[config.mk]
export PLATFORM = sky130hd
export DESIGN_NAME = directional_input_history_recognizer_top
export DESIGN_NICKNAME = d
export VERILOG_FILES = /design/src/sv/dih_pkg.sv /design/src/sv/dih_cell.sv /design/src/sv/dih_match.sv /design/src/sv/directional_input_history_recognizer_top.sv
export SDC_FILE = /design/constraint.sdc
export NUM_CORES = 1
export LEC_CHECK = 0
export ABC_AREA = 1
export BUFFER_PORTS_ARGS = -buffer_cell sky130_fd_sc_hd__buf_2
export CAP_MARGIN = 20
export CORE_MARGIN = 2
export CORE_UTILIZATION = 50
export DETAILED_ROUTE_END_ITERATION = 12
export PLACE_DENSITY = 0.67
export SKIP_CTS_REPAIR_TIMING = 1
export SYNTH_ARGS = -nofsm -noshare
export SYNTH_HDL_FRONTEND = slang
export SYNTH_SLANG_ARGS = --single-unit
[constraint.sdc]
create_clock -name clock -period 7.9 [get_ports clock]
set_input_delay 0 -clock clock [delete_from_list [all_inputs] [get_ports clock]]
set_output_delay 0 -clock clock [all_outputs]
set_load 0.005 [all_outputs]
[src/sv/dih_pkg.sv]
// dih_pkg: shared types and constants for the directional input history recogniser.
// No dependencies; used by every module of the block and by its checker.
`timescale 1ns / 1ps

package dih_pkg;

   localparam logic [3:0] NEUTRAL_DIR  = 4'd5;
   localparam logic [7:0] AGE_MAX      = 8'd255;
   localparam int         TAP_SPAN     = 14;
   localparam int         MOTION_FRESH = 3;

   localparam logic [1:0] KIND_UPDATE = 2'd0;
   localparam logic [1:0] KIND_MOTION = 2'd1;
   localparam logic [1:0] KIND_TAP    = 2'd2;
   localparam logic [1:0] KIND_BUFFER = 2'd3;

   // control broadcast along the history chain
   typedef struct packed {
      logic push;   // frame update: shift towards older ages
      logic rot;    // query walk: rotate towards cell 0
   } cell_ctl_type;

endpackage

[src/sv/dih_cell.sv]
// dih_cell: one entry of the direction history chain.
// Depends on dih_pkg (cell_ctl_type, NEUTRAL_DIR).
`timescale 1ns / 1ps

module dih_cell (
   input  logic                  clock,
   input  logic                  reset,
   input  dih_pkg::cell_ctl_type ctl,
   input  logic [3:0]            younger_dir,
   input  logic [3:0]            older_dir,
   output logic [3:0]            dir
);

   logic [3:0] dir_ff;
   logic [3:0] dir_in;

   always_comb begin
      dir_in = dir_ff;
      if (ctl.push) begin
         dir_in = younger_dir;
      end else if (ctl.rot) begin
         dir_in = older_dir;
      end
   end

   always_ff @(posedge clock) begin
      if (reset) begin
         dir_ff <= dih_pkg::NEUTRAL_DIR;
      end else begin
         dir_ff <= dir_in;
      end
   end

   assign dir = dir_ff;

endmodule

[src/sv/dih_match.sv]
// dih_match: motion and double tap matchers, fed one history entry per cycle.
// Depends on dih_pkg (constants).
`timescale 1ns / 1ps

module dih_match #(
   parameter int AW                = 5,
   parameter int MAX_MOTION_DIGITS = 8
) (
   input  logic          clock,
   input  logic          reset,
   input  logic          load,
   input  logic          load_motion,
   input  logic [31:0]   motion_digits,
   input  logic [3:0]    motion_length,
   input  logic [7:0]    window,
   input  logic [3:0]    tap_dir,
   input  logic          step,
   input  logic [AW-1:0] age,
   input  logic [3:0]    dir,
   output logic          hit
);

   localparam int CW = (AW > 8) ? AW : 8;

   localparam logic [1:0] TAP_HOLD  = 2'd0;
   localparam logic [1:0] TAP_GAP   = 2'd1;
   localparam logic [1:0] TAP_AGAIN = 2'd2;

   logic        motion_ff, motion_in;
   logic [31:0] digits_ff, digits_in;
   logic [2:0]  want_ff, want_in;
   logic [2:0]  last_ff, last_in;
   logic [7:0]  window_ff, window_in;
   logic [3:0]  tap_ff, tap_in;
   logic [1:0]  stage_ff, stage_in;
   logic        done_ff, done_in;
   logic        hit_ff, hit_in;
   logic [3:0]  len_clamp;
   logic [3:0]  need;

   assign need = digits_ff[{want_ff, 2'b00} +: 4];

   always_comb begin
      motion_in = motion_ff;
      digits_in = digits_ff;
      want_in   = want_ff;
      last_in   = last_ff;
      window_in = window_ff;
      tap_in    = tap_ff;
      stage_in  = stage_ff;
      done_in   = done_ff;
      hit_in    = hit_ff;
      len_clamp = (motion_length > 4'(MAX_MOTION_DIGITS)) ? 4'(MAX_MOTION_DIGITS)
                                                          : motion_length;
      if (load) begin
         motion_in = load_motion;
         digits_in = motion_digits;
         want_in   = 3'(len_clamp - 4'd1);
         last_in   = 3'(len_clamp - 4'd1);
         window_in = window;
         tap_in    = tap_dir;
         stage_in  = TAP_HOLD;
         hit_in    = 1'b0;
         done_in   = load_motion && (motion_length == 4'd0);
      end else if (step && !done_ff) begin
         if (motion_ff) begin
            if (CW'(age) >= CW'(window_ff)) begin
               done_in = 1'b1;
            end else if (dir == need) begin
               if (want_ff == 3'd0) begin
                  done_in = 1'b1;
                  hit_in  = 1'b1;
               end else begin
                  want_in = want_ff - 3'd1;
               end
            end else if (want_ff == last_ff && age > AW'(dih_pkg::MOTION_FRESH)) begin
               done_in = 1'b1;
            end
         end else begin
            if (age >= AW'(dih_pkg::TAP_SPAN)) begin
               done_in = 1'b1;
            end else begin
               case (stage_ff)
                  TAP_HOLD: begin
                     if (age == '0 && dir != tap_ff) begin
                        done_in = 1'b1;
                     end else if (dir != tap_ff) begin
                        // leaving the first tap: judge this entry as a gap entry
                        if (dir == dih_pkg::NEUTRAL_DIR) begin
                           stage_in = TAP_GAP;
                        end else begin
                           done_in = 1'b1;
                        end
                     end
                  end
                  TAP_GAP: begin
                     if (dir == tap_ff) begin
                        stage_in = TAP_AGAIN;
                     end else if (dir != dih_pkg::NEUTRAL_DIR) begin
                        done_in = 1'b1;
                     end
                  end
                  TAP_AGAIN: begin
                     if (dir != tap_ff) begin
                        done_in = 1'b1;
                        hit_in  = (age > AW'(2));
                     end
                  end
                  default: begin
                     done_in = 1'b1;
                  end
               endcase
            end
         end
      end
   end

   always_ff @(posedge clock) begin
      if (reset) begin
         done_ff  <= 1'b1;
         hit_ff   <= 1'b0;
         stage_ff <= TAP_HOLD;
      end else begin
         done_ff  <= done_in;
         hit_ff   <= hit_in;
         stage_ff <= stage_in;
      end
   end

   always_ff @(posedge clock) begin
      motion_ff <= motion_in;
      digits_ff <= digits_in;
      want_ff   <= want_in;
      last_ff   <= last_in;
      window_ff <= window_in;
      tap_ff    <= tap_in;
   end

   assign hit = hit_ff;

endmodule

[src/sv/directional_input_history_recognizer_top.sv]
// directional_input_history_recognizer_top: pad decode, press ages, history chain, query walk.
// Depends on dih_pkg, dih_cell and dih_match.
// Update and button buffer items give their result in the cycle after acceptance;
// motion and double tap items walk the whole chain and register their result at its end.
// Throughput: one update or buffer item per cycle while no query walks; a query holds busy
// while the chain rotates one entry past cell 0 per cycle, once round the whole chain.
// Reset (synchronous) sets the history to neutral and all press ages to 255; results
// are strobed for one cycle and cannot be stalled.
`timescale 1ns / 1ps

module directional_input_history_recognizer_top #(
   parameter int HISTORY_DEPTH     = 32,
   parameter int MAX_MOTION_DIGITS = 8
) (
   input  logic        clock,
   input  logic        reset,
   input  logic        start,
   output logic        busy,
   input  logic [1:0]  req_kind,
   input  logic [7:0]  req_raw,
   input  logic        req_facing_right,
   input  logic [31:0] req_motion_digits,
   input  logic [3:0]  req_motion_length,
   input  logic [7:0]  req_window,
   input  logic [3:0]  req_tap_dir,
   input  logic [3:0]  req_button_mask,
   input  logic [7:0]  req_frames,
   output logic        rsp_valid,
   output logic [3:0]  rsp_direction,
   output logic [3:0]  rsp_buttons_held,
   output logic [3:0]  rsp_buttons_pressed,
   output logic        rsp_query_hit
);

   localparam int AW = $clog2(HISTORY_DEPTH);

   // ---- control state ----
   logic          walk_ff, walk_in;
   logic [AW-1:0] step_ff, step_in;
   logic          rsp_valid_ff, rsp_valid_in;
   logic          from_walk_ff, from_walk_in;
   logic          buf_hit_ff, buf_hit_in;

   // ---- architectural state outside the chain ----
   logic [3:0] cur_dir_ff, cur_dir_in;
   logic [3:0] held_ff, held_in;
   logic [3:0] pressed_ff, pressed_in;
   logic [7:0] age_ff [4];
   logic [7:0] age_in [4];

   logic       accept;
   logic       last_step;
   logic [3:0] new_dir;
   logic [1:0] col;
   logic [3:0] row_base;
   logic [3:0] btn;

   dih_pkg::cell_ctl_type cell_ctl;
   logic [3:0] chain_dir [HISTORY_DEPTH];

   assign accept    = start && !walk_ff;
   assign last_step = (step_ff == AW'(HISTORY_DEPTH - 1));
   assign btn       = req_raw[7:4];

   // pad decode: down beats up, right beats left, mirrored when facing left
   always_comb begin
      col = 2'd1;
      if (req_raw[2]) begin
         col = 2'd0;
      end
      if (req_raw[3]) begin
         col = 2'd2;
      end
      if (!req_facing_right) begin
         col = 2'd2 - col;
      end
      row_base = 4'd4;
      if (req_raw[0]) begin
         row_base = 4'd7;
      end
      if (req_raw[1]) begin
         row_base = 4'd1;
      end
      new_dir = row_base + {2'b00, col};
   end

   assign cell_ctl.push = accept && (req_kind == dih_pkg::KIND_UPDATE);
   assign cell_ctl.rot  = walk_ff;

   // ---- history chain: cell i holds the entry of age i ----
   // A full walk rotates HISTORY_DEPTH times, so the chain is back in place at the end.
   for (genvar i = 0; i < HISTORY_DEPTH; i++) begin : g_chain
      logic [3:0] younger;
      logic [3:0] older;
      if (i == 0) begin : g_first
         assign younger = new_dir;
      end else begin : g_mid
         assign younger = chain_dir[i-1];
      end
      if (i == HISTORY_DEPTH - 1) begin : g_last
         assign older = chain_dir[0];
      end else begin : g_inner
         assign older = chain_dir[i+1];
      end
      dih_cell u_cell (
         .clock       (clock),
         .reset       (reset),
         .ctl         (cell_ctl),
         .younger_dir (younger),
         .older_dir   (older),
         .dir         (chain_dir[i])
      );
   end

   // ---- matcher sees cell 0, i.e. the entry of age step_ff ----
   logic match_hit;

   dih_match #(
      .AW                (AW),
      .MAX_MOTION_DIGITS (MAX_MOTION_DIGITS)
   ) u_match (
      .clock         (clock),
      .reset         (reset),
      .load          (accept && (req_kind == dih_pkg::KIND_MOTION ||
                                 req_kind == dih_pkg::KIND_TAP)),
      .load_motion   (req_kind == dih_pkg::KIND_MOTION),
      .motion_digits (req_motion_digits),
      .motion_length (req_motion_length),
      .window        (req_window),
      .tap_dir       (req_tap_dir),
      .step          (walk_ff),
      .age           (step_ff),
      .dir           (chain_dir[0]),
      .hit           (match_hit)
   );

   // ---- sequencing and frame state ----
   always_comb begin
      walk_in      = walk_ff;
      step_in      = step_ff;
      rsp_valid_in = 1'b0;
      from_walk_in = from_walk_ff;
      buf_hit_in   = buf_hit_ff;
      cur_dir_in   = cur_dir_ff;
      held_in      = held_ff;
      pressed_in   = pressed_ff;
      for (int b = 0; b < 4; b++) begin
         age_in[b] = age_ff[b];
      end

      if (walk_ff) begin
         step_in = step_ff + AW'(1);
         if (last_step) begin
            walk_in      = 1'b0;
            rsp_valid_in = 1'b1;
         end
      end else if (start) begin
         case (req_kind)
            dih_pkg::KIND_UPDATE: begin
               rsp_valid_in = 1'b1;
               from_walk_in = 1'b0;
               buf_hit_in   = 1'b0;
               cur_dir_in   = new_dir;
               pressed_in   = btn & ~held_ff;
               held_in      = btn;
               for (int b = 0; b < 4; b++) begin
                  if (btn[b] && !held_ff[b]) begin
                     age_in[b] = 8'd0;
                  end else if (age_ff[b] != dih_pkg::AGE_MAX) begin
                     age_in[b] = age_ff[b] + 8'd1;
                  end
               end
            end
            dih_pkg::KIND_MOTION, dih_pkg::KIND_TAP: begin
               walk_in      = 1'b1;
               step_in      = '0;
               from_walk_in = 1'b1;
            end
            dih_pkg::KIND_BUFFER: begin
               rsp_valid_in = 1'b1;
               from_walk_in = 1'b0;
               buf_hit_in   = 1'b0;
               for (int b = 0; b < 4; b++) begin
                  if (req_button_mask[b] && age_ff[b] <= req_frames) begin
                     buf_hit_in = 1'b1;
                  end
               end
            end
            default: begin
               rsp_valid_in = 1'b1;
            end
         endcase
      end
   end

   always_ff @(posedge clock) begin
      if (reset) begin
         walk_ff      <= 1'b0;
         step_ff      <= '0;
         rsp_valid_ff <= 1'b0;
         from_walk_ff <= 1'b0;
         buf_hit_ff   <= 1'b0;
         cur_dir_ff   <= dih_pkg::NEUTRAL_DIR;
         held_ff      <= 4'd0;
         pressed_ff   <= 4'd0;
         for (int b = 0; b < 4; b++) begin
            age_ff[b] <= dih_pkg::AGE_MAX;
         end
      end else begin
         walk_ff      <= walk_in;
         step_ff      <= step_in;
         rsp_valid_ff <= rsp_valid_in;
         from_walk_ff <= from_walk_in;
         buf_hit_ff   <= buf_hit_in;
         cur_dir_ff   <= cur_dir_in;
         held_ff      <= held_in;
         pressed_ff   <= pressed_in;
         for (int b = 0; b < 4; b++) begin
            age_ff[b] <= age_in[b];
         end
      end
   end

   // ---- result port ----
   assign busy                = walk_ff;
   assign rsp_valid           = rsp_valid_ff;
   assign rsp_direction       = cur_dir_ff;
   assign rsp_buttons_held    = held_ff;
   assign rsp_buttons_pressed = pressed_ff;
   assign rsp_query_hit       = from_walk_ff ? match_hit : buf_hit_ff;

endmodule

# --- Yosys cells after proc, flatten, opt, wreduce, memory -nomap -nowiden ---
# Memories as Yosys holds them, arrays and structs flattened.
# Index checks and enable logic that the tools add are counted.
totals:
  reg_bits: 204
  ramBits: 32
  inputBits: 74
  elab_cells: 297
  n_memories: 1
classes:
  n_addsub: 9
  magnitude_cmp: 9
  n_eq_ne: 33
  n_shift: 1
  muxes: 138
  bitwise: 9
  reduce_logical: 48
memory_table:
  columns: ["name", "words", "width", "read_ports", "rd_ports_with_merged_regs", "write_ports", "line", "rtl"]
  rows:
  - ["age_ff", 4, 8, 4, 0, 4, "directional_input_history_recognizer_top.sv:48", "logic [7:0] age_ff [4];"]
ops:
  columns: ["operator", "count"]
  rows:
  - ["$mux 4", 65]
  - ["$mux 32", 3]
  - ["$mux 8", 12]
  - ["$mux 1", 37]
  - ["$add 8x1->8 const B", 4]
  - ["$le 8x8->1", 4]
  - ["$ne 8x8->1 const B", 4]
  - ["$shiftx 32x6->4", 1]
  - ["$mux 3", 7]
  - ["$reduce_bool 2->1", 10]
  - ["$reduce_and 8->1", 2]
  - ["$logic_and 1x1->1", 15]
  - ["$mux 5", 3]
  - ["$mux 2", 7]
  - ["$ne 2x1->1 const B", 6]
  - ["$gt 5x2->1 const B", 2]
  - ["$ne 5x1->1 const B", 2]
  - ["$ne 5x4->1 const B", 2]
  - ["$eq 4x4->1", 2]
  - ["$ge 5x8->1", 1]
  - ["$ne 2x2->1 const B", 4]
  - ["$reduce_and 7->1", 1]
  - ["$eq 2x2->1 const B", 3]
  - ["$logic_not 1->1", 6]
  - ["other kinds (31)", 44]

# --- Logic depth before layout (Yosys ltp) ---
# Gate-level depths: netlist (run 1).
logic_depth:
  depth_word: 9
  depth_mapped: 16

# --- By module ---
# A second synthesis (run 1) with hierarchy kept.
hier_totals:
  hier_cells: 1633
  hier_area_um2: 11935.2
by_module_without_submodules:
  columns: ["module", "instances", "cells_each", "area_per_inst_um2"]
  rows:
  - ["dih_cell", 32, 27, 178.9]
  - ["directional_input_history_recognizer_top", 1, 481, 3460.8]
  - ["dih_match", 1, 288, 2748.9]

# --- Worst setup path before layout (run 1) ---
# No wires, ideal clock.
synth_path:
  path_type: "reg2reg"
  start: "register walk_ff (netlist: busy)"
  end: "register u_match.done_ff"
  setup_time_ns: 0.128
  arrival_time_ns: 2.700
  required_ns: 7.772
  slack_ns: 5.072
  path_stages_with_launch: 9
  n_path_buf: 2
  synth_period_minus_slack_ns: 2.828
  cell_sequence: "dfxtp_1 > buf_4 > nor2_4 > nand2_1 > inv_2 > clkbuf_1 > o41ai_1 > nand3_1 > nand3_1"
synth_between:
  elab_chain_cells: 5
synth_lines:
  columns: ["item", "line", "rtl"]
  rows:
  - ["start: declaration", "directional_input_history_recognizer_top.sv:38", "logic walk_ff, walk_in;"]
  - ["start signal: assignment", "directional_input_history_recognizer_top.sv:210", "walk_ff <= walk_in;"]
  - ["$logic_not 1->1 (*)", "directional_input_history_recognizer_top.sv:61", "assign accept = start && !walk_ff;"]
  - ["$logic_and 1x1->1 (*)", "directional_input_history_recognizer_top.sv:61", null]
  - ["$logic_and 1x1->1 (*)", "directional_input_history_recognizer_top.sv:124", ".load (accept && (req_kind == dih_pkg::KIND_MOTION ||"]
  - ["via u_match.load", "dih_match.sv:11", "input logic load,"]
  - ["$ne 6x1->1 (no line), or another cell as far along", null, null]
  - ["$reduce_and 8->1 (no line)", null, null]
  - ["end signal: assignment", "dih_match.sv:124", "done_ff <= done_in;"]
  - ["end: declaration", "dih_match.sv:36", "logic done_ff, done_in;"]
# Mark *: on every way through the listed nets, which the timed path passes. The rest lies on a longest branch.
# A chain may end at the register's enable or synchronous reset.

# --- Worst setup path in the final report (run 1) ---
layout_path:
  start: "register walk_ff (netlist: busy)"
  end: "register g_chain[18].u_cell.dir_ff[1]"
layout_between:
  elab_chain_cells: 4
layout_lines:
  columns: ["item", "line", "rtl"]
  rows:
  - ["$logic_not 1->1", "directional_input_history_recognizer_top.sv:61", null]
  - ["$logic_and 1x1->1", "directional_input_history_recognizer_top.sv:61", null]
  - ["$logic_and 1x1->1", "directional_input_history_recognizer_top.sv:87", "assign cell_ctl.push = accept && (req_kind == dih_pkg::KIND_UPDATE);"]
  - ["$mux 4 / $reduce_bool 2->1 (equally long branches)", null, null]
  - ["end signal: assignment", "dih_cell.sv:28", "dir_ff <= dih_pkg::NEUTRAL_DIR;"]
  - ["end signal: assignment", "dih_cell.sv:30", "dir_ff <= dir_in;"]
  - ["end: declaration", "dih_cell.sv:14", "logic [3:0] dir_ff;"]
# Several ways; a longest one is shown, not always the timed one.

==> results.tsv, run 1 <==
metric	value	unit
nFillCells	1914	
ys_async_sr_fraction	0	%
synth-edff-count	51	
outcome	complete, no violations	
fmaxAchievable	311	MHz
p_total	2.98	mW
num_vias	9616	
ant_nets	0	
first_global_vias	8518	
yosys_warnings	0	
synth_top_family_by_area	simple AND/OR/NAND/NOR gates	
path_cells	nor2_4 > nand2_2 > inv_4 > nor2_4 > buf_4 > buf_4 > nand2_1 > a31oi_1	
crit_fanout	73	
crit_start	busy	
drive_gt1_share	11.9	%
post-route-min-period	3.21	ns
diodes	0	
syn_to_final_growth	18.5	%
tightest_slew	1.09	ns
hp-class	input pin to flop	
rows	54	
critical_path_arrival	3.66	ns
grt_max_degree	111	
r2r_cells	8	
core_area	21800	µm²
die_w	153	µm
synth_ff_type	dfxtp_1	
crit_path_end	g_chain[18].u_cell.dir[1]	
syn_area	11000	µm²
cpPeakStageDelay	0.73	ns
maxCapViolations	0	
critical_path_depth	8	
path_class	flop to flop	
synthXorXnorAreaFrac	1.27	%
path_clk_slew	0.06	ns
finalCritPeriodShare	40.7	%
synth.area.top_cells	dfxtp_1 34%, nand2_1 18%, edfxtp_1 14%	
port_buffers	88	
track_usage	19.7	%
r2r_slack	4.69	ns
cellPowerDensity	228	nW/µm²
cts_tree	yes	
crit_path_end_kind	flop	
cts_root_buffer	clkbuf_16	
peakVddDrop	0.197	mV
synth-compound-area-share	10.3	%
grt_pass1_wl	39.9	mm
p_leak	5.55	nW
relSlewSlack	27.1	%
clock_latency	0.52	ns
tns	0	ns
synthMuxAreaShare	0	%
drc	0	
cts_sinks	236	
io_pins	89	
rsz0062_at_grt	false	
cpMaxStageDelayCell	dfxtp_4	
syn_nets	1538	
synth_cell_types	50	
finalHoldViolCount	0	
clockBufferDepth	3	
dr.first_iter.drc_count	638	
hpwl	14.9	mm
viasPerCell	5.28	
ys_seq_area_share	47.4	%
synthCells	1410	
setup_violations	0	
ys_seq_elements	236	
nets	1650	
yosysTopAreaCell	dfxtp_1	
crit_family	buffers and inverters	
die_area	23300	µm²
rr_startpoint	busy	
htree_levels	1	
overflow	0	
worstSetupStartpointType	flop	
hold_start	req_raw[0]	
routedWlPerCell	13.4	µm
first_pass_iters	7	
initial_core_util	50.7	%
yosys.area_share.simple	28.8	%
routed_wl	24.4	mm
fp.dieH	153	µm
syn_avg_cell_area	7.83	µm²
cp_data_required_time	8.35	ns
critPathBufInv	3	
fin_skew	0.0113	ns
antenna_found_initial	0	
r2r_end	g_chain[18].u_cell.dir[1]	
cts_buffers	26	
drv_slew	0	
gp_congestion	0.864	
synthAdderAreaFrac	6.19	%
synth_top_area_share	33.5	%
-- registers in the layout (all words and copies together) (netlist names) --
name and count:
u_match.stage_ff 2, step_ff 5, g_chain.u_cell.dir 128, rsp_direction 4, u_match.tap_ff 4, rsp_buttons_held 4, u_match.hit 1, u_match.done_ff 1
age_ff 32, rsp_valid 1, u_match.want_ff 3, u_match.motion_ff 1, u_match.window_ff 8, u_match.digits_ff 32, busy 1, rsp_buttons_pressed 4
u_match.last_ff 3, buf_hit_ff 1, from_walk_ff 1
-- worst min-delay path by stage --
stage / end / slack (ns) / cells after the start
CTS: u_match.window_ff[1] / -0.37 / 1
global placement: u_match.digits_ff[0] / 0.18 / 1
detailed placement: u_match.digits_ff[6] / 0.18 / 1
floorplan: u_match.digits_ff[0] / 0.1 / 0
finish: rsp_direction[0] / 0.003 / 8
global route: u_match.last_ff[1] / 0.002 / 4
-- metal layers --
metal	GRT usage, %	vias to the layer above	wire (µm)
met5	0	-	0
met4	5.29	0	548
met3	2.67	38	833
met2	32.9	171	11500
met1	27.0	4464	11500
li1	-	4943	-
-- layout by cell type, fill, tap and decap left out, drive strengths merged, types with 5 or more instances in the layout --
master       synthesis  layout
xor2                 8       8
nor2                71      71
nand3               58      58
dfxtp              185     185
inv                 92      94
nand4               68      68
o21ai               54      54
nor3                 5       5
clkinv               3       7
a31oi               68      68
xnor2                8       8
edfxtp              51      51
nand2              527     527
ha                  53      53
buf                 16      95
clkbuf              54      40
dlygate4sd3          0      59
a21oi               45      45
-- cell type report --
type | count | area [µm²] | area share (%)
multi-input combinational | 1009 | 5130 | 39.2
inverter | 95 | 364 | 2.78
clock inverter | 8 | 92.6 | 0.708
timing repair buffer | 154 | 1080 | 8.28
tap | 280 | 350 | 2.68
clock buffer | 40 | 825 | 6.30
sequential | 236 | 5240 | 40.0
-- per-stage QoR --
stage                     util [%]  instance area, µm²  hold slack (ns)  cells  setup slack (ns)
after global placement        53.2               11600            0.176   1715              4.77
final                         60.2               13100          0.00316   1822              4.69
after global routing          60.2               13100          0.00191   1822              4.36
after CTS                     57.4               12500           -0.371   1763              4.67
after detailed placement      53.2               11600            0.178   1715              4.70
after floorplan                  -               11000           0.0989   1410              5.07
-- cell usage after synthesis, types with 2 or more instances --
master,n
o21ai_0,27
inv_2,15
nand2_1,517
nor4_1,2
nand3_2,6
or2_1,2
and3_1,4
nor2_2,4
and2_1,3
buf_4,2
nand3_1,52
nor3_1,5
o21ai_1,27
dfxtp_1,185
a21boi_0,3
or2_2,2
clkbuf_1,54
buf_6,2
nor2_1,65
a221oi_1,2
a21oi_1,45
a31oi_1,68
nand4_1,68
a211oi_1,2
xor2_1,8
o31ai_1,4
inv_1,75
nand3b_1,2
o21a_1,3
buf_2,10
clkinv_1,3
xnor2_1,8
edfxtp_1,51
o2111ai_1,4
ha_1,53
o211ai_1,4
nor2_4,2
nand2_2,9
-- where the power goes --
group,switching [mW],internal (mW)
Combinational,0.217,0.144
Clock,0.478,0.781
Sequential,0.0616,1.30
-- worst reg2reg max path, cell delays in order, from the launching register on --
cell	delay (ns)
dfxtp_4	0.73
nor2_4	0.10
nand2_2	0.43
inv_4	0.27
nor2_4	0.13
buf_4	0.47
buf_4	0.70
nand2_1	0.14
a31oi_1	0.16
-- cell families (layout without fill, tap and decap cells) --
group	after synthesis	in the layout
AND/OR/NAND/NOR	745	745
flip-flops	236	236
AO/OA/AOI/OAI	194	194
buffers and inverters	165	297
adder cells (fa/ha/maj)	54	54
XOR/XNOR	16	16
No activity file was read; power rests on OpenSTA's default activity.
==> run 2, diff against run 1 <==
--- a/config.mk
+++ b/config.mk
@@ -11,7 +11,7 @@
 export CORE_MARGIN = 2
 export CORE_UTILIZATION = 50
 export DETAILED_ROUTE_END_ITERATION = 12
-export PLACE_DENSITY = 0.67
+export PLACE_DENSITY = 0.7
 export SKIP_CTS_REPAIR_TIMING = 1
 export SYNTH_ARGS = -nofsm -noshare
 export SYNTH_HDL_FRONTEND = slang
==> constraint.sdc (replaced) <==
create_clock -name clock -period 2.75 [get_ports clock]
set_input_delay 0 -clock clock [delete_from_list [all_inputs] [get_ports clock]]
set_output_delay 0 -clock clock [all_outputs]
set_load 0.005 [all_outputs]
==> run 2 against run 1 <==
The flow now finishes with violations (negative hold slack); maximum frequency is 36% higher; first-iteration DRC count is 8.2% higher; final cell count rose by 0.16%; hold slack worse by 0.034 ns; utilization down 0.14 points; non-clock buffer count rose by 5; global-route usage is 0.48 points higher; die area stayed put; flip-flop and latch count unchanged; worst setup slack lost 4.3 ns; via count grew 0.87%; critical path type unchanged; largest cell class unchanged; highest routed layer unchanged.
==> results.tsv, run 2 (synthesis gave the netlist of run 1 again) <==
metric	value	unit	change
outcome	finished, violations left		
violations	negative hold slack		
routed_wl	24.7	mm	+1.2%
drive_gt1_share	11.7	%	-0.15 points
initial_core_util	50.7	%	unchanged
fin_skew	0.00667	ns	-0.00462 ns
syn_to_final_growth	18.3	%	
cp_data_required_time	3.14	ns	-5.21 ns
p_switching	2.14	mW	+180%
setup_violations	0		unchanged
grt_pass1_wl	41.0	mm	+2.9%
io_pins	89		unchanged
worstSetupStartpointType	flop		
rows	54		unchanged
clock_latency	0.52	ns	about the same
mostFrequentLayoutCell	nand2_1		
crit_fanout	44		-40%
relSlewSlack	42.7	%	+16 points
overflow	0		unchanged
maxCapViolations	0		unchanged
drv_slew	0		unchanged
critical_path_arrival	2.76	ns	-0.90 ns
crit_path_end_kind	flop		
cts_tree	yes		
drc	0		unchanged
power.internal	6.12	mW	+170%
first_pass_iters	4		-3
finalCritPeriodShare	86.0	%	+45 points
num_vias	9700		+0.87%
clockBufferDepth	3		unchanged
p_total	8.26	mW	+180%
rsz0062_at_grt	false		
diodes	0		unchanged
routedWlPerCell	13.5	µm	+1.1%
htree_levels	1		unchanged
track_usage	20.2	%	+0.48 points
cts_buffers	26		unchanged
cts_root_buffer	clkbuf_16		
cts_sinks	236		unchanged
combPwrFrac	12.9	%	+0.8 points
cellPowerDensity	632	nW/µm²	+180%
hpwl	15.4	mm	+3.4%
dr.first_iter.drc_count	690		+8.2%
largest_reg_flops	128		unchanged
port_buffers	88		unchanged
die_w	153	µm	unchanged
fmaxAchievable	423	MHz	+36%
fp.dieH	153	µm	unchanged
nFillCells	1892		-1.1%
first_global_vias	8907		+4.6%
final_cell_mix	517 x nand2_1, 184 x dfxtp_1, 88 x buf_2		
clkPwrFrac	39.8	%	-2.4 points
peakVddDrop	0.462	mV	+130%
gp_congestion	0.856		-0.93%
antenna_found_initial	0		unchanged
finalHoldViolCount	2		+2
p_leak	5.53	nW	-0.31%
tns	0	ns	unchanged
grt_max_degree	93		-16%
die_area	23300	µm²	unchanged
p_seq_share	47.3	%	+1.6 points
r2r_slack	0.39	ns	-4.30 ns
post-route-min-period	2.36	ns	-0.849 ns
viasPerCell	5.32		+0.71%
nets	1655		+0.30%
switching_share	25.9	%	+0.56 points
path_clk_slew	0.06	ns	about the same
core_area	21800	µm²	unchanged
holdWs	-0.0308	ns	-0.0340 ns
hp-class	input pin to flop		
ant_nets	0		unchanged
tightest_slew	0.859	ns	-0.234 ns
path_class	flop to flop		
run 2: cell count changes in the layout (fill, tap and decap cells not counted), sizes merged:
cell,delta
inv,-2
buf,+5
clkinv,+6
clkbuf,-5
bufinv,-1
run 2: worst paths after layout:
check | from | endpoint | cells past startpoint
max | busy | u_match.done_ff | 8
max reg2reg | busy | u_match.done_ff | 8
min | req_button_mask[2] | buf_hit_ff | 5
min reg2reg | rsp_buttons_held[3] | rsp_buttons_held[3] | 2
run 2: power groups by stage:
stage,clock network [mW],registers (mW),logic [mW]
after floorplan,0,3.92,0.771
after CTS,3.36,3.90,0.999
after global placement,0,3.97,0.965
final,3.29,3.90,1.06
after detailed placement,0,3.97,0.993
after global routing,3.50,3.93,1.23
run 2: final cells by class:
type / count / area (µm²) / share of cell area [%]
clock buffer: 35 / 736 / 5.63
clock inverter: 11 / 76.3 / 0.585
inverter: 95 / 364 / 2.79
multi-input combinational: 1009 / 5130 / 39.3
sequential: 236 / 5240 / 40.1
tap: 280 / 350 / 2.68
timing repair buffer: 159 / 1160 / 8.87
run 2: through the flow:
step	hold slack (ns)	instances	instance area, µm²	util [%]	setup WS, ns
after floorplan	0.0989	1410	11000	-	0.775
after global routing	0.00498	1825	13100	60.0	0.201
after detailed placement	0.178	1720	11700	53.6	0.455
after CTS	-0.367	1766	12500	57.3	0.445
after global placement	0.176	1720	11700	53.6	0.541
final	-0.0308	1825	13100	60.0	0.386
run 2: layer usage:
| layer | global-route usage (%) | share of wire, % | vias up |
|---|---|---|---|
| li1 | - | - | 4960 |
| met1 | 26.4 | 47 | 4532 |
| met2 | 35.1 | 47 | 165 |
| met3 | 2.93 | 3.4 | 43 |
| met4 | 5.34 | 2.2 | 0 |
| met5 | 0 | 0 | - |
run 2: worst max-delay path, stage by stage, from the launching register on:
cell and delay [ns]:
dfxtp_4 0.38, nor2_4 0.15, nand2_1 0.15, inv_2 0.34
buf_12 0.28, o41ai_1 0.16, dlygate4sd3_1 0.59, nand3_1 0.09
nand3_1 0.07
==> run 3, diff against run 2 <==
--- a/config.mk
+++ b/config.mk
@@ -5,7 +5,6 @@
 export SDC_FILE = /design/constraint.sdc
 export NUM_CORES = 1
 export LEC_CHECK = 0
-export ABC_AREA = 1
 export BUFFER_PORTS_ARGS = -buffer_cell sky130_fd_sc_hd__buf_2
 export CAP_MARGIN = 20
 export CORE_MARGIN = 2
==> run 3 against run 2 <==
The run now ends clean; non-clock buffer count rose by 6; hold slack improved by 0.058 ns; sequential power hardly changed; first-iteration DRC count shrank 11%; sequential share of layout area is 0.70 points higher; routed wire length shrank 5.5%; clock skew up 0.0038 ns; synthesized cell count shrank 20%; final cell count decreased by 15%; flip-flop and latch count unchanged; maximum frequency down 9.4%; largest cell class unchanged.
==> results.tsv, run 3 <==
metric	value	unit	change
die_w	150	µm	-1.5%
fin_skew	0.0105	ns	+0.00379 ns
yosys_warnings	0		unchanged
peakVddDrop	0.431	mV	-6.7%
seqCellArea	5240	µm²	unchanged
ys_seq_elements	236		unchanged
drv_slew	0		unchanged
outcome	complete, no violations		
path_class	flop to flop		
diodes	0		unchanged
setup_slack	0.141	ns	-0.245 ns
track_usage	19.3	%	-0.93 points
yosysTopAreaCell	dfxtp_1		
synth_ff_type	dfxtp_1		
yosysMostFrequentCell	nand2_1		
overflow	0		unchanged
antenna_found_initial	0		unchanged
viasPerCell	5.54		+4.3%
synthAdderAreaFrac	6.39	%	+0.20 points
ant_nets	0		unchanged
port_buffers	88		unchanged
synthCells	1134		-20%
cts_sinks	236		unchanged
final_area	12800	µm²	-1.7%
holdWs	0.0267	ns	+0.0575 ns
cts_root_buffer	clkbuf_16		
crit_path_end_kind	flop		
crit_fanout	4		-91%
synthXorXnorAreaFrac	1.97	%	+0.70 points
grt_max_degree	80		-14%
finalCritPeriodShare	94.9	%	+8.9 points
p_leak	5.14	nW	-7.0%
setup_violations	0		unchanged
gp_congestion	0.802		-6.3%
syn_to_final_growth	20.0	%	
fp.dieH	150	µm	-1.5%
finalHoldViolCount	0		-2
ys_async_sr_fraction	0	%	unchanged
num_vias	8571		-12%
yosys.area_share.simple	15.6	%	-13 points
io_pins	89		unchanged
htree_levels	1		unchanged
routedWlPerCell	15.1	µm	+12%
rows	53		-1.9%
synth_top_area_share	34.6	%	+1.1 points
place_ws	0.365	ns	-0.0900 ns
nFillCells	1720		-9.1%
largest_reg_flops	128		unchanged
synth_cell_types	59		+18%
drive_gt1_share	13.2	%	+1.5 points
final_cells	1546		-15%
critical_path_arrival	3.01	ns	+0.25 ns
grt_pass1_wl	36.6	mm	-11%
maxCapViolations	0		unchanged
first_pass_iters	5		+1
syn_avg_cell_area	9.43	µm²	+20%
drc	0		unchanged
cp_data_required_time	3.15	ns	about the same
cts_tree	yes		
tns	0	ns	unchanged
first_global_vias	7693		-14%
dp_cells	1440		-16%
path_clk_slew	0.06	ns	about the same
synth.area.top_cells	dfxtp_1 35%, edfxtp_1 14%, nand2_1 8.1%		
routed_wl	23.3	mm	-5.5%
core_area	21000	µm²	-3.4%
synth-edff-count	51		unchanged
fmaxAchievable	383	MHz	-9.4%
clock_latency	0.52	ns	about the same
multi_input_area	5030	µm²	-2.0%
worstSetupStartpointType	flop		
post-route-min-period	2.61	ns	+0.245 ns
synthMuxAreaShare	2.54	%	+2.5 points
synth_common_cells	232 x nand2_1, 185 x dfxtp_1, 104 x a21oi_1, 63 x a22oi_1, 62 x a221oi_1		
syn_nets	1262		-18%
tightest_slew	0.768	ns	-0.0915 ns
synth_top_family_by_area	compound AO/OA/AOI/OAI gates		
dr.first_iter.drc_count	616		-11%
initial_core_util	50.9	%	+0.11 points
synth-compound-area-share	20.4	%	+10 points
hpwl	14.2	mm	-8.1%
cts_buffers	25		-3.8%
postPlaceCellArea	11300	µm²	-2.6%
final_cell_mix	232 x nand2_1, 184 x dfxtp_1, 104 x a21oi_1		
die_area	22600	µm²	-3.1%
ys_seq_area_share	49.0	%	+1.5 points
syn_area	10700	µm²	-3.2%
nets	1380		-17%
mostFrequentLayoutCell	nand2_1		
clockBufferDepth	3		unchanged
relSlewSlack	48.8	%	+6.1 points
cellPowerDensity	657	nW/µm²	+3.9%
hp-class	input pin to flop		
run 3: changes by cell type in the layout (fill, tap and decap cells not counted), sizes merged, moves of 53 or more:
cell / before / now
nand2: 527 / 232
inv: 92 / 35
nand4: 68 / 15
a22oi: 1 / 63
a221oi: 2 / 63
a21oi: 45 / 104
a31oi: 68 / 4
run 3: routing by layer:
metal  vias up  GRT usage [%]  share of wire [%]
met5         -              0                  0
met2       150           31.6                 49
met4         0           4.62                1.6
li1       4364              -                  -
met1      4025           26.9                 46
met3        32           2.97                3.8
run 3: kinds of logic after synthesis:
family	count (synthesis)
muxes	22
xor gates and xnor gates	24
DFF	236
and+or+nand+nor	374
adders and majority gates	54
buffers and inverters	108
AOI/OAI and AO/OA	316
run 3: worst paths after layout:
path,from,end,slack [ns],cells after the start
worst max-delay path,age_ff[0][1],buf_hit_ff,0.14,9
worst min-delay path,req_motion_length[1],u_match.last_ff[1],0.03,4
worst max register to register,age_ff[0][1],buf_hit_ff,0.14,9
worst min register to register,rsp_direction[0],rsp_direction[0],0.45,2
run 3: worst max-delay path: stages, from the launching register on:
cell and delay [ns]:
dfxtp_1 0.34, ha_1 0.29, nor2b_1 0.12, o21ai_0 0.09, nand2b_1 0.08, a21oi_1 0.06
o311a_1 0.30, a311oi_1 0.46, o32ai_1 0.18, dlygate4sd3_1 0.59
run 3: where the power goes:
part	internal, mW	switching (mW)	total (mW)
registers	3.75	0.157	3.90
logic	0.454	0.572	1.03
clock network	2.16	1.35	3.50
total	6.36	2.07	8.43
run 3: through the flow:
| step | util [%] | total power [mW] |
|---|---|---|
| floorplan | - | 4.66 |
| global placement | 54.0 | 4.90 |
| detailed placement | 54.0 | 4.92 |
| CTS | 58.2 | 8.43 |
| global route | 61.0 | 8.82 |
| finish | 61.0 | 8.43 |
run 3: area by class of cell:
class,instances,area share [%]
timing repair buffer,165,9.42
clock inverter,7,0.741
tap,275,2.68
multi-input combinational,790,39.2
clock buffer,39,6.15
sequential,236,40.8
inverter,34,0.995
